## config.mk

```make
export PLATFORM = sky130hd
export DESIGN_NAME = echo_pulse_distance_filter
export DESIGN_NICKNAME = d
export VERILOG_FILES = /design/src/rtl/epdf_pkg.sv /design/src/rtl/echo_pulse_distance_filter.sv
export SDC_FILE = /design/constraint.sdc
export NUM_CORES = 1
export LEC_CHECK = 0
export ABC_AREA = 1
export BUFFER_PORTS_ARGS = -buffer_cell sky130_fd_sc_hd__buf_4
export CAP_MARGIN = 20
export CORE_ASPECT_RATIO = 0.75
export CORE_MARGIN = 3
export CORE_UTILIZATION = 40
export CTS_CLUSTER_SIZE = 20
export DETAILED_ROUTE_END_ITERATION = 7
export PLACE_DENSITY = 0.57
export SLEW_MARGIN = 40
export SYNTH_ARGS = -nofsm -noshare
export SYNTH_HDL_FRONTEND = slang
export SYNTH_SLANG_ARGS = --single-unit
```

## constraint.sdc

```tcl
create_clock -name clock -period 24.5 [get_ports clock]
set_clock_uncertainty 0.15 [all_clocks]
set_input_delay 1.225 -clock clock [delete_from_list [all_inputs] [get_ports clock]]
set_output_delay 1.225 -clock clock [all_outputs]
set_load 0.005 [all_outputs]
```

## src/rtl/epdf_pkg.sv

```systemverilog
// ----------------------------------------------------------------------------
// Echo pulse distance filter package
// Shared widths, register indexes, reset values and the distance scaling
// constant.
// ----------------------------------------------------------------------------
package epdf_pkg;

   localparam int CountBits = 16;
   localparam int DistBits  = 14;
   localparam int FiltBits  = 16;
   localparam int TolBits   = 8;
   localparam int CsrBits   = 16;
   localparam int CsrIdxBits = 2;

   // Register indexes on the configuration port.
   localparam logic [CsrIdxBits-1:0] CsrMinDistance = 2'd0;
   localparam logic [CsrIdxBits-1:0] CsrMaxDistance = 2'd1;
   localparam logic [CsrIdxBits-1:0] CsrTolerance   = 2'd2;

   localparam logic [FiltBits-1:0] MinDistanceReset = 16'd0;
   localparam logic [FiltBits-1:0] MaxDistanceReset = 16'd100;
   localparam logic [TolBits-1:0]  ToleranceReset   = 8'd4;

   // floor(w*17/100) is computed as (w * 17 * ceil(2^32/100)) >> 32. The
   // rounding error of the reciprocal stays below one unit for any width
   // below 2^30, so the quotient is exact for every 16-bit width.
   localparam int RecipShift = 32;
   localparam int MulConstBits = 30;
   localparam logic [MulConstBits-1:0] DistMulConst = 30'd730144441;
   localparam int ProdBits = CountBits + MulConstBits;

endpackage

```

## src/rtl/echo_pulse_distance_filter.sv

```systemverilog
// ----------------------------------------------------------------------------
// Echo pulse distance filter
// Converts pairs of echo edge captures into a distance and filters it by
// range and by largest change.
// ----------------------------------------------------------------------------
// Each req transfer carries one timer capture; captures alternate between a
// rising edge (stored as the pulse start) and a falling edge (ends the pulse
// and produces a distance). Every capture produces exactly one rsp transfer.
// The block is a two-stage pipeline: an input register, then logic
// (wrap-aware subtract, one constant multiply, range and tolerance compares)
// into the result register. It takes one capture per clock while the output
// is not stalled. The user must write configuration through the csr port
// only while idle; the block itself does not enforce this.
module echo_pulse_distance_filter
   import epdf_pkg::*;
(
   input  logic                  clock,
   input  logic                  reset,
   input  logic                  req_valid,
   output logic                  req_ready,
   input  logic [CountBits-1:0]  req_capture_value,
   output logic                  rsp_valid,
   input  logic                  rsp_ready,
   output logic                  rsp_expect_falling,
   output logic                  rsp_measure_done,
   output logic [DistBits-1:0]   rsp_raw_distance,
   output logic [FiltBits-1:0]   rsp_filtered_out,
   output logic                  rsp_accepted,
   input  logic                  csr_write_en,
   input  logic [CsrIdxBits-1:0] csr_index,
   input  logic [CsrBits-1:0]    csr_wdata
);

   // Configuration registers
   logic [FiltBits-1:0]  min_dist_ff;
   logic [FiltBits-1:0]  max_dist_ff;
   logic [TolBits-1:0]   tol_ff;

   // Input stage
   logic                 in_valid_ff;
   logic [CountBits-1:0] in_cap_ff;

   // Block state
   logic                 waiting_falling_ff, waiting_falling_in;
   logic [CountBits-1:0] start_count_ff, start_count_in;
   logic [DistBits-1:0]  last_raw_ff, last_raw_in;
   logic [FiltBits-1:0]  filtered_ff, filtered_in;
   logic                 have_first_ff, have_first_in;

   // Result stage
   logic                 out_valid_ff;
   logic                 out_done_ff, out_done_in;
   logic                 out_acc_ff, out_acc_in;

   logic                 advance;
   logic [CountBits-1:0] width;
   logic [ProdBits-1:0]  product;
   logic [DistBits-1:0]  dist_calc;
   logic signed [17:0]   delta;
   logic signed [17:0]   tol_s;
   logic                 in_range;
   logic                 in_tol;

   assign advance   = in_valid_ff && (!out_valid_ff || rsp_ready);
   assign req_ready = !in_valid_ff || advance;

   always_ff @(posedge clock) begin
      if (reset) begin
         min_dist_ff <= MinDistanceReset;
         max_dist_ff <= MaxDistanceReset;
         tol_ff      <= ToleranceReset;
      end else if (csr_write_en) begin
         case (csr_index)
            CsrMinDistance: min_dist_ff <= csr_wdata;
            CsrMaxDistance: max_dist_ff <= csr_wdata;
            CsrTolerance:   tol_ff      <= csr_wdata[TolBits-1:0];
            default: ;
         endcase
      end
   end

   always_ff @(posedge clock) begin
      if (reset) begin
         in_valid_ff <= 1'b0;
      end else if (req_ready) begin
         in_valid_ff <= req_valid;
      end
   end

   always_ff @(posedge clock) begin
      if (req_valid && req_ready) begin
         in_cap_ff <= req_capture_value;
      end
   end

   // When the end count does not exceed the start, the wrap rule adds the
   // distance to the counter top, which in 16 bits is end - start - 1.
   assign width     = in_cap_ff - start_count_ff
                      - CountBits'(in_cap_ff <= start_count_ff);
   assign product   = ProdBits'(width) * ProdBits'(DistMulConst);
   assign dist_calc = product[RecipShift +: DistBits];

   assign in_range = ({2'b00, dist_calc} >= min_dist_ff) &&
                     ({2'b00, dist_calc} <= max_dist_ff);
   assign delta    = $signed({4'b0000, dist_calc}) - $signed({2'b00, filtered_ff});
   assign tol_s    = $signed({10'd0, tol_ff});
   assign in_tol   = (delta >= -tol_s) && (delta <= tol_s);

   always_comb begin
      waiting_falling_in = waiting_falling_ff;
      start_count_in     = start_count_ff;
      last_raw_in        = last_raw_ff;
      filtered_in        = filtered_ff;
      have_first_in      = have_first_ff;
      out_done_in        = 1'b0;
      out_acc_in         = 1'b0;
      if (!waiting_falling_ff) begin
         start_count_in     = in_cap_ff;
         waiting_falling_in = 1'b1;
      end else begin
         last_raw_in        = dist_calc;
         out_done_in        = 1'b1;
         waiting_falling_in = 1'b0;
         if (!have_first_ff || (in_range && in_tol)) begin
            filtered_in   = {2'b00, dist_calc};
            have_first_in = 1'b1;
            out_acc_in    = 1'b1;
         end
      end
   end

   always_ff @(posedge clock) begin
      if (reset) begin
         waiting_falling_ff <= 1'b0;
         start_count_ff     <= '0;
         last_raw_ff        <= '0;
         filtered_ff        <= '0;
         have_first_ff      <= 1'b0;
         out_valid_ff       <= 1'b0;
      end else begin
         if (advance) begin
            waiting_falling_ff <= waiting_falling_in;
            start_count_ff     <= start_count_in;
            last_raw_ff        <= last_raw_in;
            filtered_ff        <= filtered_in;
            have_first_ff      <= have_first_in;
            out_valid_ff       <= 1'b1;
         end else if (rsp_ready) begin
            out_valid_ff <= 1'b0;
         end
      end
   end

   always_ff @(posedge clock) begin
      if (advance) begin
         out_done_ff <= out_done_in;
         out_acc_ff  <= out_acc_in;
      end
   end

   // The state registers double as the result payload for the fields that
   // show state after the update.
   assign rsp_valid          = out_valid_ff;
   assign rsp_expect_falling = waiting_falling_ff;
   assign rsp_measure_done   = out_done_ff;
   assign rsp_raw_distance   = last_raw_ff;
   assign rsp_filtered_out   = filtered_ff;
   assign rsp_accepted       = out_acc_ff;

   a_acc_needs_done: assert property (@(posedge clock) disable iff (reset)
      rsp_valid && rsp_accepted |-> rsp_measure_done)
      else $error("accepted result without a completed measurement");

   a_done_polarity: assert property (@(posedge clock) disable iff (reset)
      rsp_valid |-> (rsp_measure_done != rsp_expect_falling))
      else $error("edge polarity does not match measurement status");

   a_first_sticks: assert property (@(posedge clock) disable iff (reset)
      have_first_ff |=> have_first_ff)
      else $error("first-value flag cleared outside reset");

   a_hold_on_stall: assert property (@(posedge clock) disable iff (reset)
      out_valid_ff && !rsp_ready |=> $stable(filtered_ff) && $stable(last_raw_ff))
      else $error("state changed while result stalled");

endmodule

```

==> metrics.csv, run 1 <==
stage;metric;value;unit
outcome;status;complete, no violations;
synthesis;syn_inst;1942;
synthesis;yosysSeqAreaShare;15.24;%
floorplan;fp.coreArea;36560;sq um
worst_setup_path;worstPathArrival;13.44;ns
detailed_routing;drtPass1Iterations;5;
clock_network;clock_latency;0.39;ns
worst_setup_path;timing.critical_path.slowest_stage_cell;fa_1;
sta;fmax;75.12;MHz
synthesis;yosysUniqueCellTypes;53;
synthesis;synth_top_area_cell;ha_1;
global_routing;grt_first_pass_wirelength;71.90;mm
detailed_routing;vias_per_cell;5.069;
sta;timing.setup.tns;0;ns
sta;relSlewSlack;47.58;%
floorplan;start_util;41.31;%
synthesis;synth_top_area_share;23.28;%
layout;regArea;2302;sq um
clock_network;cts_max_path_buffers;2;
placement;globalplace.congestion;1.013;
sta;tightest_slew;0.7806;ns
worst_setup_path;crit_top_cell;nand2_1;
clock_network;cts-root-buf;clkbuf_16;
worst_setup_path;reg2reg_from;in_cap_ff[15];
clock_network;post_cts_buffers;0;
synthesis;synth.avg_cell_area;7.777;sq um
detailed_routing;drc_errors;0;
layout;drive_above_1_share;6.142;%
synthesis;ys_seq_elements;106;
min_path;min_path_type;reg -> reg;
worst_setup_path;end_kind;register;
floorplan;die_w;230.4;microns
worst_setup_path;ff2ff_path_depth;62;
floorplan;ios;74;
layout;final.fill_count;3694;
clock_network;clk_pin_slew_worst_paths;0.08;ns
detailed_routing;drtIter0Drc;1100;
worst_setup_path;slowest_delay;0.67;ns
global_routing;grt-ovfl-total;0;
job;cap_violations;0;
worst_setup_path;cp_max_fo;26;
clock_network;cts.repair.resized;0;
floorplan;dieArea;40150;sq um
layout;multiInputGateArea;10880;sq um
clock_network;clock_sinks;106;
floorplan;die_h;174.3;microns
min_path;worstHoldEndpoint;rsp_raw_distance[3];
synthesis;yosys_warnings;0;
clock_network;cts_buffers;9;
detailed_routing;ant_nets;0;
detailed_routing;routed_wirelength;45.66;mm
sta;finalMaxSlewViolations;0;
synthesis;ys.flop_type;dfxtp_1;
global_routing;gr-usage-all-layers;23.31;%
placement;io_buffers;71;
worst_setup_path;timing.rr.end;rsp_filtered_out[13];
layout;antenna_cells;0;
floorplan;row_count;60;
worst_setup_path;r2r_slack;11.19;ns
min_path;holdPathStages;2;
sta;hold_slack;0.3096;ns
worst_setup_path;crit_required;24.63;ns
global_routing;grt_max_degree;72;
sta;finalSetupViolations;0;
clock_network;cts_tree;built;
worst_setup_path;crit_path_start_kind;register;
sta;hold_viol;0;
synthesis;netlist_area;15100;sq um
detailed_routing;vias;12750;
synthesis;async_flop_share;0;%
clock_network;cts.htree.levels;3;
layout;nets;2481;
global_routing;antenna_found_initial;0;
sta;fin_crit;13.31;ns
min_path;min-delay-start;rsp_raw_distance[3];
synthesis;synth_edf_count;18;
clock_network;hold_buffers;0;
sta;min_period_over_period;54.34;%
worst_setup_path;worstSetupPathType;reg -> reg;
layout;syn_to_final_growth;9.619;%
global_routing;grt_pass1_vias;12550;
sta;rsz0062_at_grt;no;
synthesis;ys_top_cells_by_area;ha_1, fa_1, inv_1;
detailed_routing;wl_per_cell;18.16;microns
placement;place_hpwl;40.09;mm
-- per-stage QoR --
| stage | instances | setup slack, ns | util (%) | instance area, sq um |
|---|---|---|---|---|
| 2_1_floorplan | 1943 | 13.19 | - | 15110 |
| 3_3_place_gp | 2499 | 11.59 | 44.36 | 16220 |
| 3_5_place_dp | 2499 | 11.27 | 44.37 | 16220 |
| 4_1_cts | 2515 | 11.23 | 45.26 | 16550 |
| 5_1_grt | 2515 | 9.936 | 45.28 | 16550 |
| 6_report | 2515 | 11.19 | 45.28 | 16550 |
-- cells by family (layout without fill, tap and decap cells) --
kind of cell / count (synthesis) / after routing / synth area share, %
AOI/OAI and AO/OA: 310 / 310 / 11.38
other: 1 / 2 / 0.02483
buffers and inverters: 506 / 582 / 12.83
adders and majority gates: 428 / 428 / 42.77
and+or+nand+nor: 548 / 548 / 15.20
DFF: 106 / 106 / 15.24
xor gates and xnor gates: 43 / 43 / 2.544
-- how the worst max path moves through the flow --
stage,start,to,cells past startpoint
6_report,in_cap_ff[15],rsp_filtered_out[13],62
4_1_cts,in_cap_ff[15],rsp_filtered_out[13],60
5_1_grt,in_cap_ff[15],rsp_filtered_out[7],73
3_3_place_gp,in_cap_ff[15],rsp_filtered_out[10],60
3_5_place_dp,in_cap_ff[15],rsp_filtered_out[13],60
2_1_floorplan,in_cap_ff[13],rsp_filtered_out[10],64
-- cell usage in the layout (no fill, tap or decap), types with 3 or more instances in the layout --
master and count:
inv_1 481, nor4_1 3, a21oi_2 3, nand2_1 285, fa_1 147, nor2_1 145, edfxtp_1 18, a21oi_1 147
a211oi_1 3, o21ai_1 3, o21ai_0 96, o31ai_1 3, nand2_2 7, clkbuf_16 9, xnor2_1 10, o21bai_1 10
nor3_1 24, nand3_1 49, dfxtp_1 88, buf_4 81, o21a_1 8, ha_1 281, a31oi_1 10, xor2_1 31
nand4_1 20, clkinv_8 4, a21o_1 3, o211ai_1 11
-- cell type report --
cell class / count / share of cell area [%]
Inverter: 485 / 11.00
Sequential cell: 106 / 13.91
Clock buffer: 9 / 1.360
Multi-Input combinational cell: 1331 / 65.69
Timing Repair Buffer: 81 / 3.673
Tap cell: 496 / 3.749
Clock inverter: 7 / 0.6122
-- synthesized netlist by cell type (all sizes together) (20+ instances only) --
| cell type | n |
|---|---|
| inv | 483 |
| a21oi | 150 |
| fa | 147 |
| ha | 281 |
| nand3 | 51 |
| xor2 | 32 |
| nor3 | 25 |
| o21ai | 101 |
| nor2 | 147 |
| nand2 | 294 |
| nand4 | 20 |
| dfxtp | 88 |
-- worst max-delay path: cells and delay by family, from the launching register on --
kind                     cells  cell delay, ns
flip-flops                   1            0.39
XOR/XNOR                     2            0.66
AO/OA/AOI/OAI               11            2.08
AND/OR/NAND/NOR             26            2.99
buffers and inverters       10            1.14
adder cells (fa/ha/maj)     13            5.78
-- metal layers --
metal / GRT usage [%] / vias to the layer above / part of all wire (%)
li1: - / 6274 / -
met1: 37.09 / 6033 / 52
met2: 31.58 / 407 / 38
met3: 5.914 / 35 / 9.1
met4: 3.764 / 0 / 1.2
met5: 0 / - / 0
-- sequential cells by signal, summed over array words and instances (netlist names) --
register / flops
have_first_ff: 1
in_cap_ff: 16
in_valid_ff: 1
max_dist_ff: 16
min_dist_ff: 16
rsp_accepted: 1
rsp_expect_falling: 1
rsp_filtered_out: 14
rsp_measure_done: 1
rsp_raw_distance: 14
rsp_valid: 1
start_count_ff: 16
tol_ff: 8
Power of run 1 is left out: the tool's default activity adds up to more than one toggle a clock period on the data nets, which glitch-free logic cannot reach.
==> run 2, diff against run 1 <==
--- a/config.mk
+++ b/config.mk
@@ -5,7 +5,7 @@
 export SDC_FILE = /design/constraint.sdc
 export NUM_CORES = 1
 export LEC_CHECK = 0
-export ABC_AREA = 1
+export ABC_AREA = 0
 export BUFFER_PORTS_ARGS = -buffer_cell sky130_fd_sc_hd__buf_4
 export CAP_MARGIN = 20
 export CORE_ASPECT_RATIO = 0.75
==> constraint.sdc (replaced) <==
create_clock -name clock -period 13.15 [get_ports clock]
set_clock_uncertainty 0.15 [all_clocks]
set_input_delay 0.6575 -clock clock [delete_from_list [all_inputs] [get_ports clock]]
set_output_delay 0.6575 -clock clock [all_outputs]
set_load 0.005 [all_outputs]
==> run 2 against run 1 <==
Non-clock buffer count grew 83. Sequential cell count did not move. Fmax increased by 5.6%. Worst hold slack got worse by 0.010 ns. Synthesized cell count down 13%. Final area up 5.9%. Via count fell by 6.9%. Largest cell class unchanged.
==> metrics.csv, run 2 <==
stage;metric;value;unit
outcome;status;complete, no violations;
sta;finalSetupViolations;0;
global_routing;grt_first_pass_wirelength;64.18;mm
synthesis;synth_edf_count;18;
worst_setup_path;slowest_delay;0.63;ns
sta;fmax;79.30;MHz
worst_setup_path;timing.critical_path.slowest_stage_cell;fa_1;
detailed_routing;drtIter0Drc;772;
job;cap_violations;0;
min_path;min_path_type;in -> reg;
worst_setup_path;worstSetupPathType;reg -> reg;
sta;hold_viol;0;
synthesis;synth_compound_area_share;12.92;%
worst_setup_path;end_kind;register;
layout;nets;2307;
synthesis;ys_top_cells_by_area;ha_1, fa_1, dfxtp_1;
detailed_routing;wl_per_cell;18.15;microns
global_routing;gr-usage-all-layers;21.53;%
layout;drive_above_1_share;17.51;%
synthesis;netlist_area;14670;sq um
clock_network;clock_sinks;106;
worst_setup_path;crit_required;13.27;ns
layout;syn_to_final_growth;19.42;%
layout;final_common_cell;inv_1;
synthesis;synthTopCellsByCount;inv_1, ha_1, nand2_1, fa_1, a21oi_1;
floorplan;ios;74;
worst_setup_path;crit_path_start_kind;register;
synthesis;yosysUniqueCellTypes;71;
synthesis;ys.flop_type;dfxtp_1;
clock_network;clock_latency;0.38;ns
synthesis;yosysSeqAreaShare;15.69;%
synthesis;synthXorXnorAreaFrac;2.387;%
floorplan;die_h;171.9;microns
placement;place_hpwl;35.42;mm
synthesis;synth_most_common_cell;inv_1;
placement;globalplace.congestion;0.9357;
clock_network;cts_max_path_buffers;2;
placement;io_buffers;71;
worst_setup_path;crit_buf_inv;11;
global_routing;grt_pass1_vias;11550;
synthesis;synth_mux_area_share;1.808;%
floorplan;dieArea;39040;sq um
floorplan;start_util;40.72;%
clock_network;clk_pin_slew_worst_paths;0.08;ns
worst_setup_path;cpLargestDelayFamily;adder cells;
synthesis;synth_top_area_share;23.96;%
global_routing;grt_max_degree;79;
layout;layout_common_cells;inv_1, ha_1, nand2_1;
detailed_routing;routed_wirelength;41.94;mm
floorplan;row_count;60;
synthesis;yosys_warnings;0;
layout;fin_cells;2310;
detailed_routing;vias_per_cell;5.137;
clock_network;hold_buffers;0;
synthesis;synth_top_family_by_area;adder cells;
floorplan;fp.coreArea;36030;sq um
sta;fin_crit;12.61;ns
synthesis;async_flop_share;0;%
detailed_routing;ant_nets;0;
clock_network;cts_tree;built;
worst_setup_path;cp_max_fo;6;
global_routing;grt-ovfl-total;0;
clock_network;cts.htree.levels;3;
sta;finalMaxSlewViolations;0;
layout;antenna_cells;0;
sta;tightest_slew;0.8058;ns
synthesis;synth_top_area_cell;ha_1;
worst_setup_path;worstPathArrival;12.73;ns
synthesis;synth.avg_cell_area;8.667;sq um
sta;relSlewSlack;46.22;%
synthesis;ys_seq_elements;106;
global_routing;antenna_found_initial;1;
synthesis;synth_fa_ha_area_share;44.01;%
synthesis;syn_inst;1693;
detailed_routing;vias;11870;
detailed_routing;drc_errors;0;
clock_network;cts_buffers;9;
floorplan;die_w;227.2;microns
worst_setup_path;crit_top_cell;fa_1;
synthesis;synth-simple-area-share;12.85;%
placement;place_inst;2253;
detailed_routing;drtPass1Iterations;5;
sta;min_period_over_period;95.90;%
clock_network;cts-root-buf;clkbuf_16;
## run 2: cell types whose count changed after synthesis, sizes merged, moves of 18 or more
| cell | delta |
|---|---|
| nand3 | -31 |
| nand2b | +32 |
| nor2 | -81 |
| mux2i | +22 |
| a21oi | -25 |
| o21ai | -46 |
| nand2 | -123 |
| a21o | +18 |
| inv | -113 |
## run 2: cell families (layout without fill, tap and decap cells)
logic type | after synthesis | after routing
adder cells (fa/ha/maj) | 428 | 428
AO/OA/AOI/OAI | 300 | 300
multiplexers | 26 | 26
buffers and inverters | 399 | 550
AND/OR/NAND/NOR | 393 | 393
flip-flops | 106 | 106
XOR/XNOR | 40 | 40
other | 1 | 2
## run 2: worst register-to-register path, delay by kind of cell, from the launching register on
kind                       cells  cell delay (ns)
adders and majority gates     14             5.42
AOI/OAI and AO/OA             24             3.82
buffers and inverters         11             1.09
and+or+nand+nor                7             1.01
DFF                            1             0.43
muxes                          1             0.30
xor gates and xnor gates       2             0.29
## run 2: path summary, 6_finish.rpt
kind | start | cells past startpoint | slack, ns | to
hold reg to reg | rsp_raw_distance[5] | 2 | 0.31 | rsp_raw_distance[5]
hold / removal | req_capture_value[5] | 1 | 0.30 | in_cap_ff[5]
setup reg to reg | in_cap_ff[1] | 59 | 0.54 | rsp_filtered_out[10]
setup / recovery | in_cap_ff[1] | 59 | 0.54 | rsp_filtered_out[10]
## run 2: stage by stage
| step | TNS, ns | cell area (sq um) | hold slack (ns) | util, % | setup WS [ns] |
|---|---|---|---|---|---|
| floorplan | 0 | 14680 | 0.2829 | - | 0.5857 |
| detailed placement | -6.888 | 16070 | 0.2953 | 44.61 | -0.5448 |
| global placement | -3.530 | 16060 | 0.2920 | 44.58 | -0.2764 |
| finish | 0 | 17520 | 0.2993 | 48.63 | 0.5393 |
| global route | -0.6627 | 17520 | 0.2807 | 48.63 | -0.06414 |
| CTS | 0 | 16670 | 0.2674 | 46.27 | 0.01111 |
## run 2: area by class of cell
class	count	area, sq um
clock inverters	7	70.07
well taps	465	581.8
flip-flops and latches	106	2303
repair buffers	164	1289
inverters	370	1389
fillers	3487	18510
multi-input cells	1189	11670
clock buffers	9	225.2
## run 2: what timing repair did
item | 4_1_cts | 5_1_grt
gates cloned | 1 | 0
setup endpoints to repair | 15 | 15
resized for setup | 34 | 125
pin swaps | 18 | 92
buffers inserted | 14 | 25
## run 2: layer usage
metal / vias to the layer above / part of all wire, % / wire, microns / track usage [%]
li1: 5853 / - / - / -
met1: 5676 / 51 / 21520 / 34.37
met2: 313 / 40 / 16650 / 29.76
met3: 24 / 8.0 / 3374 / 4.599
met4: 0 / 0.93 / 389 / 3.462
met5: - / 0 / 0 / 0
Power of run 2 is left out for the same reason.
